===== config.mk =====
export PLATFORM = sky130hd
export DESIGN_NAME = music_notes_to_midi_events
export DESIGN_NICKNAME = d
export VERILOG_FILES = /design/src/hdl/mnm_pkg.sv /design/src/hdl/mnm_div.sv /design/src/hdl/music_notes_to_midi_events.sv
export SDC_FILE = /design/constraint.sdc
export NUM_CORES = 2
export LEC_CHECK = 0
export BUFFER_PORTS_ARGS = -buffer_cell sky130_fd_sc_hd__buf_2
export CORE_MARGIN = 3
export CORE_UTILIZATION = 37
export CTS_BUF_LIST = sky130_fd_sc_hd__clkbuf_8 sky130_fd_sc_hd__clkbuf_16
export CTS_CLUSTER_SIZE = 40
export DETAILED_ROUTE_END_ITERATION = 16
export PLACE_DENSITY_LB_ADDON = 0.05
export SLEW_MARGIN = 5
export SYNTH_ARGS = -nofsm -noshare
export SYNTH_HDL_FRONTEND = slang
export SYNTH_SLANG_ARGS = --single-unit

===== constraint.sdc =====
create_clock -name clk_i -period 9.3 [get_ports clk_i]
set_clock_uncertainty 0.05 [all_clocks]
set_input_delay 1.86 -clock clk_i [delete_from_list [all_inputs] [get_ports clk_i]]
set_output_delay 1.86 -clock clk_i [all_outputs]
set_load 0.01 [all_outputs]

===== src/hdl/mnm_pkg.sv =====
// package for the music note to midi event converter
// holds command, control and event codes plus shared constants; no dependencies
package mnm_pkg;

  localparam int unsigned MaxChordDef = 8;
  localparam int unsigned MaxDotsDef  = 3;

  localparam logic [1:0] CmdNote  = 2'd0;
  localparam logic [1:0] CmdCtl   = 2'd1;
  localparam logic [1:0] CmdEnd   = 2'd2;
  localparam logic [1:0] CmdStart = 2'd3;

  localparam logic [2:0] OpTempo  = 3'd0;
  localparam logic [2:0] OpOctave = 3'd1;
  localparam logic [2:0] OpVel    = 3'd2;
  localparam logic [2:0] OpDefLen = 3'd3;
  localparam logic [2:0] OpOctUp  = 3'd4;
  localparam logic [2:0] OpOctDn  = 3'd5;

  localparam logic [1:0] EvNoteOn  = 2'd0;
  localparam logic [1:0] EvNoteOff = 2'd1;
  localparam logic [1:0] EvTempo   = 2'd2;
  localparam logic [1:0] EvEnd     = 2'd3;

  localparam logic CfgTpq  = 1'b0;
  localparam logic CfgChan = 1'b1;

  localparam logic [25:0] TempoNum     = 26'd60000000;
  localparam logic [23:0] TempoDefault = 24'd500000;
  localparam logic [23:0] TempoMax     = 24'hFFFFFF;

  // one divide request for the shared serial divider
  typedef struct packed {
    logic        start;
    logic [25:0] num;
    logic [9:0]  den;
  } div_req_t;

  typedef struct packed {
    logic        done;
    logic [25:0] quo;
  } div_rsp_t;

  // semitone offset of a pitch letter
  function automatic logic [3:0] letter_off(input logic [2:0] l);
    logic [3:0] r;
    r = 4'd0;
    case (l)
      3'd0: r = 4'd0;
      3'd1: r = 4'd2;
      3'd2: r = 4'd4;
      3'd3: r = 4'd5;
      3'd4: r = 4'd7;
      3'd5: r = 4'd9;
      3'd6: r = 4'd11;
      default: r = 4'd0;
    endcase
    return r;
  endfunction

endpackage


===== src/hdl/mnm_div.sv =====
// restoring serial divider, one quotient bit per cycle
// depends on mnm_pkg for the request and response types
module mnm_div (
  input  logic              clk_i,
  input  logic              rst_ni,
  input  mnm_pkg::div_req_t req_i,
  output mnm_pkg::div_rsp_t rsp_o
);

  logic [25:0] quo_q, quo_d;
  logic [9:0]  den_q, den_d;
  logic [10:0] rem_q, rem_d;
  logic [4:0]  cnt_q, cnt_d;
  logic        busy_q, busy_d;
  logic        done_q, done_d;
  logic [10:0] shifted;
  logic [11:0] diff;

  // load a new request, or take one shift and subtract step while busy
  always_comb begin
    shifted = {rem_q[9:0], quo_q[25]};
    diff    = {1'b0, shifted} - {2'b00, den_q};
    quo_d   = quo_q;
    den_d   = den_q;
    rem_d   = rem_q;
    cnt_d   = cnt_q;
    busy_d  = busy_q;
    done_d  = 1'b0;
    if (req_i.start) begin
      quo_d  = req_i.num;
      den_d  = req_i.den;
      rem_d  = '0;
      cnt_d  = 5'd0;
      busy_d = 1'b1;
    end else if (busy_q) begin
      if (diff[11]) begin
        rem_d = shifted;
        quo_d = {quo_q[24:0], 1'b0};
      end else begin
        rem_d = diff[10:0];
        quo_d = {quo_q[24:0], 1'b1};
      end
      cnt_d = cnt_q + 5'd1;
      if (cnt_q == 5'd25) begin
        busy_d = 1'b0;
        done_d = 1'b1;
      end
    end
  end

  always_ff @(posedge clk_i or negedge rst_ni) begin
    if (!rst_ni) begin
      busy_q <= 1'b0;
      done_q <= 1'b0;
      cnt_q  <= '0;
    end else begin
      busy_q <= busy_d;
      done_q <= done_d;
      cnt_q  <= cnt_d;
    end
  end

  always_ff @(posedge clk_i) begin
    quo_q <= quo_d;
    den_q <= den_d;
    rem_q <= rem_d;
  end

  assign rsp_o.done = done_q;
  assign rsp_o.quo  = quo_q;

endmodule


===== src/hdl/music_notes_to_midi_events.sv =====
// Converts notation items into MIDI-style events. A note item that ends a chord runs its duration
// divide (one serial 26-bit divider shared with tempo), then each chord entry is read in a
// note-on pass and again in a note-off pass, from the chord memory and the 128-entry
// sounding memory (synchronous reads). Note events pass through a one-entry hold so
// the final one of an item can carry last; it is released at the end of the item. Track
// start and reset sweep all 128 entries of the sounding memory clear, during which no
// item is accepted. Each result waits in an output register until taken.
// depends on mnm_pkg and mnm_div
module music_notes_to_midi_events #(
  parameter int unsigned MAX_CHORD = mnm_pkg::MaxChordDef,
  parameter int unsigned MAX_DOTS  = mnm_pkg::MaxDotsDef
) (
  input  logic        clk_i,
  input  logic        rst_ni,
  input  logic        cfg_valid_i,
  output logic        cfg_ready_o,
  input  logic        cfg_index_i,
  input  logic [15:0] cfg_data_i,
  input  logic        in_valid_i,
  output logic        in_ready_o,
  input  logic [1:0]  cmd_i,
  input  logic [2:0]  pitch_letter_i,
  input  logic signed [2:0] accidental_i,
  input  logic        tie_i,
  input  logic        chord_link_i,
  input  logic [6:0]  note_length_i,
  input  logic [1:0]  dots_i,
  input  logic [2:0]  ctl_op_i,
  input  logic [9:0]  ctl_value_i,
  output logic        out_valid_o,
  input  logic        out_ready_i,
  output logic [1:0]  event_kind_o,
  output logic [31:0] delta_ticks_o,
  output logic [3:0]  channel_out_o,
  output logic [6:0]  note_number_o,
  output logic [6:0]  velocity_out_o,
  output logic [23:0] tempo_us_o,
  output logic        last_o
);

  localparam int unsigned CW = (MAX_CHORD > 1) ? $clog2(MAX_CHORD) : 1;
  localparam int unsigned NW = $clog2(MAX_CHORD + 1);

  typedef enum logic [3:0] {
    S_CLEAR, S_IDLE, S_DIV, S_ON_RD, S_ON_EV, S_OFF_RD, S_OFF_EV, S_CTL, S_WAIT
  } state_e;

  state_e      st_q;
  logic [15:0] tpq_q;
  logic [3:0]  chan_q;
  logic [3:0]  oct_q;
  logic [6:0]  vel_q;
  logic [6:0]  dlen_q;
  logic [31:0] cur_q, lastt_q;
  logic [NW-1:0] cnt_q;
  logic [NW-1:0] idx_q;
  logic [6:0]  clr_q;
  logic [31:0] dur_q;
  logic [1:0]  dots_q;
  logic [1:0]  cmd_q;
  logic [2:0]  op_q;
  logic [9:0]  val_q;
  logic [23:0] tempo_q;
  logic        any_q;
  logic        ret_q;

  // held note event, released once the next event or the end of the item is known
  logic [1:0]  hk_q;
  logic [31:0] hd_q;
  logic [6:0]  hn_q;
  logic [6:0]  hv_q;

  // chord and sounding memories
  logic [7:0]  chord_mem [MAX_CHORD];
  logic [7:0]  chord_rd_q;
  logic        snd_mem [128];
  logic        snd_rd_q;
  logic        snd_we;
  logic [6:0]  snd_wa;
  logic        snd_wd;
  logic        ch_we;
  logic [CW-1:0] ch_wa;
  logic [7:0]  ch_wd;

  // output register
  logic        ov_q;
  logic [1:0]  ok_q;
  logic [31:0] od_q;
  logic [3:0]  oc_q;
  logic [6:0]  on_q;
  logic [6:0]  ovl_q;
  logic [23:0] ot_q;
  logic        ol_q;

  mnm_pkg::div_req_t dreq;
  mnm_pkg::div_rsp_t drsp;

  mnm_div u_div (.clk_i(clk_i), .rst_ni(rst_ni), .req_i(dreq), .rsp_o(drsp));

  logic in_acc;
  assign in_ready_o  = (st_q == S_IDLE) && !ov_q;
  assign in_acc      = in_valid_i && in_ready_o;
  assign cfg_ready_o = 1'b1;

  // item ends with its own tempo or end-of-track event
  logic tail_ev;
  assign tail_ev = (cmd_q == mnm_pkg::CmdEnd)
                || (cmd_q == mnm_pkg::CmdCtl && op_q == mnm_pkg::OpTempo && val_q != 10'd0);

  // note number of the incoming note
  logic signed [8:0] nn_raw;
  logic [6:0]        nn;
  always_comb begin
    nn_raw = $signed({5'd0, oct_q} + 9'sd1) * 9'sd12
           + $signed({5'd0, mnm_pkg::letter_off(pitch_letter_i)})
           + 9'(accidental_i);
    if (nn_raw < 0) nn = 7'd0;
    else if (nn_raw > 9'sd127) nn = 7'd127;
    else nn = nn_raw[6:0];
  end

  logic [6:0] eff_len;
  assign eff_len = (note_length_i == 7'd0) ? dlen_q : note_length_i;

  // duration with dots from the divider quotient
  logic [31:0] base, tot, add;
  logic [2:0]  nd;
  always_comb begin
    base = {6'd0, drsp.quo};
    nd   = ({1'b0, dots_q} > 3'(MAX_DOTS)) ? 3'(MAX_DOTS) : {1'b0, dots_q};
    tot  = base;
    add  = base;
    for (int i = 0; i < 3; i++) begin
      if (3'(i) < nd) begin
        add = add >> 1;
        tot = tot + add;
      end
    end
  end

  logic out_free;
  assign out_free = !ov_q || out_ready_i;
  logic [CW-1:0] idx_c;
  assign idx_c = idx_q[CW-1:0];

  always_comb begin
    dreq       = '0;
    snd_we     = 1'b0;
    snd_wa     = chord_rd_q[6:0];
    snd_wd     = 1'b0;
    ch_we      = 1'b0;
    ch_wa      = cnt_q[CW-1:0];
    ch_wd      = {tie_i, nn};
    if (st_q == S_CLEAR) begin
      snd_we = 1'b1;
      snd_wa = clr_q;
    end
    if (in_acc && cmd_i == mnm_pkg::CmdNote && pitch_letter_i != 3'd7
        && cnt_q < NW'(MAX_CHORD))
      ch_we = 1'b1;
    if (in_acc && cmd_i == mnm_pkg::CmdNote && !chord_link_i && eff_len != 7'd0) begin
      dreq.start = 1'b1;
      dreq.num   = {8'd0, tpq_q, 2'b00};
      dreq.den   = {3'd0, eff_len};
    end
    if (in_acc && cmd_i == mnm_pkg::CmdCtl && ctl_op_i == mnm_pkg::OpTempo
        && ctl_value_i != 10'd0) begin
      dreq.start = 1'b1;
      dreq.num   = mnm_pkg::TempoNum;
      dreq.den   = ctl_value_i;
    end
    if (st_q == S_ON_EV && out_free && !snd_rd_q) begin
      snd_we = 1'b1;
      snd_wd = 1'b1;
    end
    if (st_q == S_OFF_EV && out_free && !chord_rd_q[7])
      snd_we = 1'b1;
  end

  always_ff @(posedge clk_i) begin
    if (ch_we) chord_mem[ch_wa] <= ch_wd;
    chord_rd_q <= chord_mem[idx_c];
    if (snd_we) snd_mem[snd_wa] <= snd_wd;
    snd_rd_q <= snd_mem[chord_mem[idx_c][6:0]];
  end

  // control sequencer and output register
  always_ff @(posedge clk_i or negedge rst_ni) begin
    if (!rst_ni) begin
      st_q <= S_CLEAR; tpq_q <= 16'd480; chan_q <= '0; oct_q <= 4'd4; vel_q <= 7'd100;
      dlen_q <= 7'd4; cur_q <= '0; lastt_q <= '0; cnt_q <= '0; idx_q <= '0; clr_q <= '0;
      dur_q <= '0; dots_q <= '0; cmd_q <= '0; op_q <= '0; val_q <= '0; any_q <= 1'b0;
      tempo_q <= '0; hk_q <= '0; hd_q <= '0; hn_q <= '0; hv_q <= '0;
      ret_q <= 1'b0; ov_q <= 1'b0; ok_q <= '0; od_q <= '0; oc_q <= '0; on_q <= '0;
      ovl_q <= '0; ot_q <= '0; ol_q <= 1'b0;
    end else begin
      if (cfg_valid_i) begin
        if (cfg_index_i == mnm_pkg::CfgTpq) tpq_q <= cfg_data_i;
        else chan_q <= cfg_data_i[3:0];
      end
      if (ov_q && out_ready_i) ov_q <= 1'b0;
      case (st_q)
        S_CLEAR: begin
          clr_q <= clr_q + 7'd1;
          if (clr_q == 7'd127) begin
            st_q <= S_IDLE;
            if (ret_q) begin
              ret_q <= 1'b0;
              ov_q <= 1'b1; ok_q <= mnm_pkg::EvTempo; od_q <= '0; oc_q <= '0;
              on_q <= '0; ovl_q <= '0; ot_q <= mnm_pkg::TempoDefault; ol_q <= 1'b1;
            end
          end
        end
        S_IDLE: if (in_acc) begin
          cmd_q <= cmd_i; op_q <= ctl_op_i; val_q <= ctl_value_i; dots_q <= dots_i;
          idx_q <= '0; any_q <= 1'b0; dur_q <= '0;
          if (ch_we) cnt_q <= cnt_q + NW'(1);
          case (cmd_i)
            mnm_pkg::CmdNote: begin
              if (!chord_link_i) st_q <= (eff_len != 7'd0) ? S_DIV : S_ON_RD;
            end
            mnm_pkg::CmdStart: begin
              cnt_q <= '0; cur_q <= '0; lastt_q <= '0; oct_q <= 4'd4; vel_q <= 7'd100;
              dlen_q <= 7'd4; clr_q <= '0; ret_q <= 1'b1; st_q <= S_CLEAR;
            end
            default: st_q <= (ctl_op_i == mnm_pkg::OpTempo && cmd_i == mnm_pkg::CmdCtl
                              && ctl_value_i != 10'd0) ? S_DIV : S_ON_RD;
          endcase
        end
        S_DIV: if (drsp.done) begin
          if (cmd_q == mnm_pkg::CmdNote) dur_q <= tot;
          else tempo_q <= (drsp.quo > 26'(mnm_pkg::TempoMax)) ? mnm_pkg::TempoMax
                                                               : drsp.quo[23:0];
          st_q <= S_ON_RD;
        end
        S_ON_RD: begin
          if (idx_q == cnt_q) begin
            cur_q <= cur_q + dur_q; idx_q <= '0; st_q <= S_OFF_RD;
          end else st_q <= S_ON_EV;
        end
        S_ON_EV: if (out_free) begin
          if (!snd_rd_q) begin
            if (any_q) begin
              ov_q <= 1'b1; ok_q <= hk_q; od_q <= hd_q; oc_q <= chan_q; on_q <= hn_q;
              ovl_q <= hv_q; ot_q <= '0; ol_q <= 1'b0;
            end
            hk_q <= mnm_pkg::EvNoteOn; hd_q <= cur_q - lastt_q; lastt_q <= cur_q;
            hn_q <= chord_rd_q[6:0]; hv_q <= vel_q; any_q <= 1'b1;
          end
          idx_q <= idx_q + NW'(1); st_q <= S_ON_RD;
        end
        S_OFF_RD: begin
          if (idx_q == cnt_q) begin
            cnt_q <= '0; st_q <= S_CTL;
          end else st_q <= S_OFF_EV;
        end
        S_OFF_EV: if (out_free) begin
          if (!chord_rd_q[7]) begin
            if (any_q) begin
              ov_q <= 1'b1; ok_q <= hk_q; od_q <= hd_q; oc_q <= chan_q; on_q <= hn_q;
              ovl_q <= hv_q; ot_q <= '0; ol_q <= 1'b0;
            end
            hk_q <= mnm_pkg::EvNoteOff; hd_q <= cur_q - lastt_q; lastt_q <= cur_q;
            hn_q <= chord_rd_q[6:0]; hv_q <= '0; any_q <= 1'b1;
          end
          idx_q <= idx_q + NW'(1); st_q <= S_OFF_RD;
        end
        S_CTL: if (out_free) begin
          if (any_q) begin
            // release the held note event, last only when nothing follows it
            ov_q <= 1'b1; ok_q <= hk_q; od_q <= hd_q; oc_q <= chan_q; on_q <= hn_q;
            ovl_q <= hv_q; ot_q <= '0; ol_q <= !tail_ev; any_q <= 1'b0;
            if (!tail_ev) st_q <= S_WAIT;
          end else if (cmd_q == mnm_pkg::CmdEnd) begin
            ov_q <= 1'b1; ok_q <= mnm_pkg::EvEnd; od_q <= '0; oc_q <= '0; on_q <= '0;
            ovl_q <= '0; ot_q <= '0; ol_q <= 1'b1; st_q <= S_WAIT;
          end else if (tail_ev) begin
            ov_q <= 1'b1; ok_q <= mnm_pkg::EvTempo; od_q <= cur_q - lastt_q;
            lastt_q <= cur_q; oc_q <= '0; on_q <= '0; ovl_q <= '0; ot_q <= tempo_q;
            ol_q <= 1'b1; st_q <= S_WAIT;
          end else begin
            st_q <= S_WAIT;
          end
          // control effects, applied once on the way out
          if (cmd_q == mnm_pkg::CmdCtl) begin
            case (op_q)
              mnm_pkg::OpOctave: oct_q <= (val_q > 10'd10) ? 4'd10 : val_q[3:0];
              mnm_pkg::OpVel: begin
                vel_q <= (val_q >= 10'd1016) ? 7'(val_q - 10'd1016)
                       : (val_q >= 10'd889) ? 7'(val_q - 10'd889)
                       : (val_q >= 10'd762) ? 7'(val_q - 10'd762)
                       : (val_q >= 10'd635) ? 7'(val_q - 10'd635)
                       : (val_q >= 10'd508) ? 7'(val_q - 10'd508)
                       : (val_q >= 10'd381) ? 7'(val_q - 10'd381)
                       : (val_q >= 10'd254) ? 7'(val_q - 10'd254)
                       : (val_q >= 10'd127) ? 7'(val_q - 10'd127) : val_q[6:0];
              end
              mnm_pkg::OpDefLen: dlen_q <= (val_q > 10'd127) ? 7'd127 : val_q[6:0];
              mnm_pkg::OpOctUp: if (oct_q < 4'd10) oct_q <= oct_q + 4'd1;
              mnm_pkg::OpOctDn: if (oct_q != 4'd0) oct_q <= oct_q - 4'd1;
              default: ;
            endcase
          end
        end
        S_WAIT: if (out_free) st_q <= S_IDLE;
        default: st_q <= S_IDLE;
      endcase
    end
  end

  assign out_valid_o    = ov_q;
  assign event_kind_o   = ok_q;
  assign delta_ticks_o  = od_q;
  assign channel_out_o  = oc_q;
  assign note_number_o  = on_q;
  assign velocity_out_o = ovl_q;
  assign tempo_us_o     = ot_q;
  assign last_o         = ol_q;

`ifndef SYNTHESIS
  a_no_in_when_busy: assert property (@(posedge clk_i) disable iff (!rst_ni)
    in_ready_o |-> st_q == S_IDLE) else $error("input taken while busy");
  a_cnt_bound: assert property (@(posedge clk_i) disable iff (!rst_ni)
    cnt_q <= NW'(MAX_CHORD)) else $error("chord count overflow");
  a_end_delta: assert property (@(posedge clk_i) disable iff (!rst_ni)
    (out_valid_o && event_kind_o == mnm_pkg::EvEnd) |-> delta_ticks_o == '0)
    else $error("end of track with nonzero delta");
  a_off_vel: assert property (@(posedge clk_i) disable iff (!rst_ni)
    (out_valid_o && event_kind_o != mnm_pkg::EvNoteOn) |-> velocity_out_o == '0)
    else $error("velocity on non note-on event");
`endif

endmodule


==> metrics <==
ranking of synthesized cells by area=dfrtp_1 23%, edfxtp_1 20%, ha_1 7.0%; Yosys warnings=0; core box area=90840 µm²; f_max=about 0.13 GHz; Routed WL per cell=19.70 µm; RSZ-0062 raised after global routing=false; dpl cells=4700; antenna viol nets, final=0; global-route wire length before repair=150600 µm; flops & latches, synth=572; Min-Delay Path Class=reg -> reg; Startpoint Class=flip-flop; x dimension of the die=slightly above 300 µm; Seq/Total Area, Yosys=44.99%; clk buf depth=3; port buffer count=about 130; Rows=110; WP buf/inv=0; Worst EP arrival=8.09 ns; sum of negative setup slack=0 ns; final slew viol count=0; final wirelength=95190 µm; postcts setup bufs=0; Top Family by Delay on Critical Path=compound AO/OA/AOI/OAI gates; global placement routability congestion=0.8791; Async S/R FF share, synth=56.82%; Global Route Usage Sum=19.74%; area of the mapped netlist=34160 µm²; detailed-route via count=26628; Die ar.=96020 µm²; Final min period=between 7 and 8 ns; share of cells above drive strength 1=11.33%; mean post-synth cell area=9.662 µm²; Worst-path clk slew=0.06 ns; Die Height=309.9 µm; vias in the first global route=~26000; CP max stage cell=a2111oi_0; Max stage delay on crit path=0.84 ns; H-tree depth=3; post-route insts no fill=4832; Post-Syn Instances=3536; final hold viol count=0; count leader, synth=nand2_1; Filler Cells Inserted=8880; DRC Markers=0; Synth area leader=dfrtp_1; status=finished clean; Resize count post-CTS=0; Synth-to-Final Area Change=11.94%; worst-path maximum fanout=6; DRT Pass-1 Iters=5; Final setup viols=0; Setup crit end kind=flip-flop; num ports=134; Initial DRC Count=~2000; Most used DFF post-synth=dfrtp_1; Data required, critical path=9.70 ns; largest net degree at the start of global routing=149; Slew HR=21.93%; Yosys top cell area share=23.15%; Synth cell types=93; Post-Synthesis Net Count=between 3000 and 4000; TritonCTS clock tree=yes; Worst Tran Pin Value=1.171 ns; most common library cells after synthesis=411 x nand2_1, 327 x nor2_1, 316 x dfrtp_1; Crit Path Category=reg -> reg; worst skew pair latency=0.62 ns; final period utilization=approximately 83%; EDFF count, synth=228; hold buffers post-CTS=0; Starting Density=37.61%; Clock Tree Root=clkbuf_16; Final HPWL DP=69270 µm; remaining global-route overflow=0; CTS Buf Count=approximately 70; Total Nets Final=between 3000 and 4000; Via density=around 5.5; CTS sink count=approximately 570; number of max-cap violations=0; initial antenna violation count=5
## worst reg2reg max path, delay by kind of cell, from the launching register on
kind	cells	cell delay, ns
xor gates and xnor gates	3	0.52
and+or+nand+nor	9	1.81
AOI/OAI and AO/OA	13	3.20
adders and majority gates	4	1.44
DFF	1	0.50
## sequential cells by signal, summed over array words and instances, names as in the netlist, 8 cells and up
| name | count |
|---|---|
| u_div.rem_q | 10 |
| hd_q | 32 |
| delta_ticks_o | 32 |
| chord_mem | 64 |
| lastt_q | 32 |
| snd_mem | 128 |
| val_q | 10 |
| tempo_us_o | 24 |
| u_div.quo_q | 26 |
| u_div.den_q | 10 |
| tempo_q | 24 |
| cur_q | 32 |
| chord_rd_q | 8 |
| tpq_q | 16 |
| dur_q | 29 |
## layer usage
layer	track usage, %	vias up	wire length (µm)
met3	2.498	128	3937
met1	28.92	12929	47040
met2	30.60	593	41750
li1	-	12978	-
met5	0	-	0
met4	5.720	0	2454
## layout make-up
cell class	instances	area (µm²)	share of cell area, %
diodes	2	5.005	0.01309
flip-flops and latches	572	15370	40.20
clock inverters	52	399.1	1.044
inverters	147	551.8	1.443
repair buffers	165	930.9	2.434
multi-input cells	2640	17630	46.09
clock buffers	78	1884	4.927
well taps	1176	1471	3.848
## path summary, 6_finish.rpt
path,depth (start not counted),slack (ns),to,start
max,29,1.62,dur_q[24],u_div.quo_q[1]
min,2,0.42,delta_ticks_o[22],delta_ticks_o[22]
max reg2reg,29,1.62,dur_q[24],u_div.quo_q[1]
min reg2reg,2,0.42,delta_ticks_o[22],delta_ticks_o[22]
max in group asynchronous,2,6.50,tempo_q[17],rst_ni
min in group asynchronous,1,1.19,note_number_o[5],rst_ni
## logic make-up after synthesis
logic type	synth area share, %
AO/OA/AOI/OAI	18.61
XOR/XNOR	4.014
adder cells (fa/ha/maj)	7.640
buffers and inverters	3.710
flip-flops	44.99
multiplexers	6.834
other	0.01098
AND/OR/NAND/NOR	14.19
## layout by cell type (no fill, tap or decap), drive strengths merged, types with 164 or more instances in the layout
cell	instances
dfrtp	316
o21ai	315
nand2	411
buf	165
inv	164
ha	191
nor2	327
edfxtp	228
a21oi	247
## per-stage QoR
| stage | worst slack (ns) | hold slack (ns) | util, % | area [µm²] |
|---|---|---|---|---|
| after floorplan | 0.7285 | 0.3973 | - | 34160 |
| after global placement | 1.726 | 0.4104 | 39.57 | 35950 |
| after detailed placement | 1.666 | 0.4159 | 39.57 | 35950 |
| after CTS | 1.652 | 0.4294 | 42.09 | 38230 |
| after global routing | 1.119 | 0.4572 | 42.10 | 38240 |
| final | 1.619 | 0.4206 | 42.10 | 38240 |
Power is left out: the tool's default activity adds up to more than one toggle a clock period on the data nets, which glitch-free logic cannot reach.
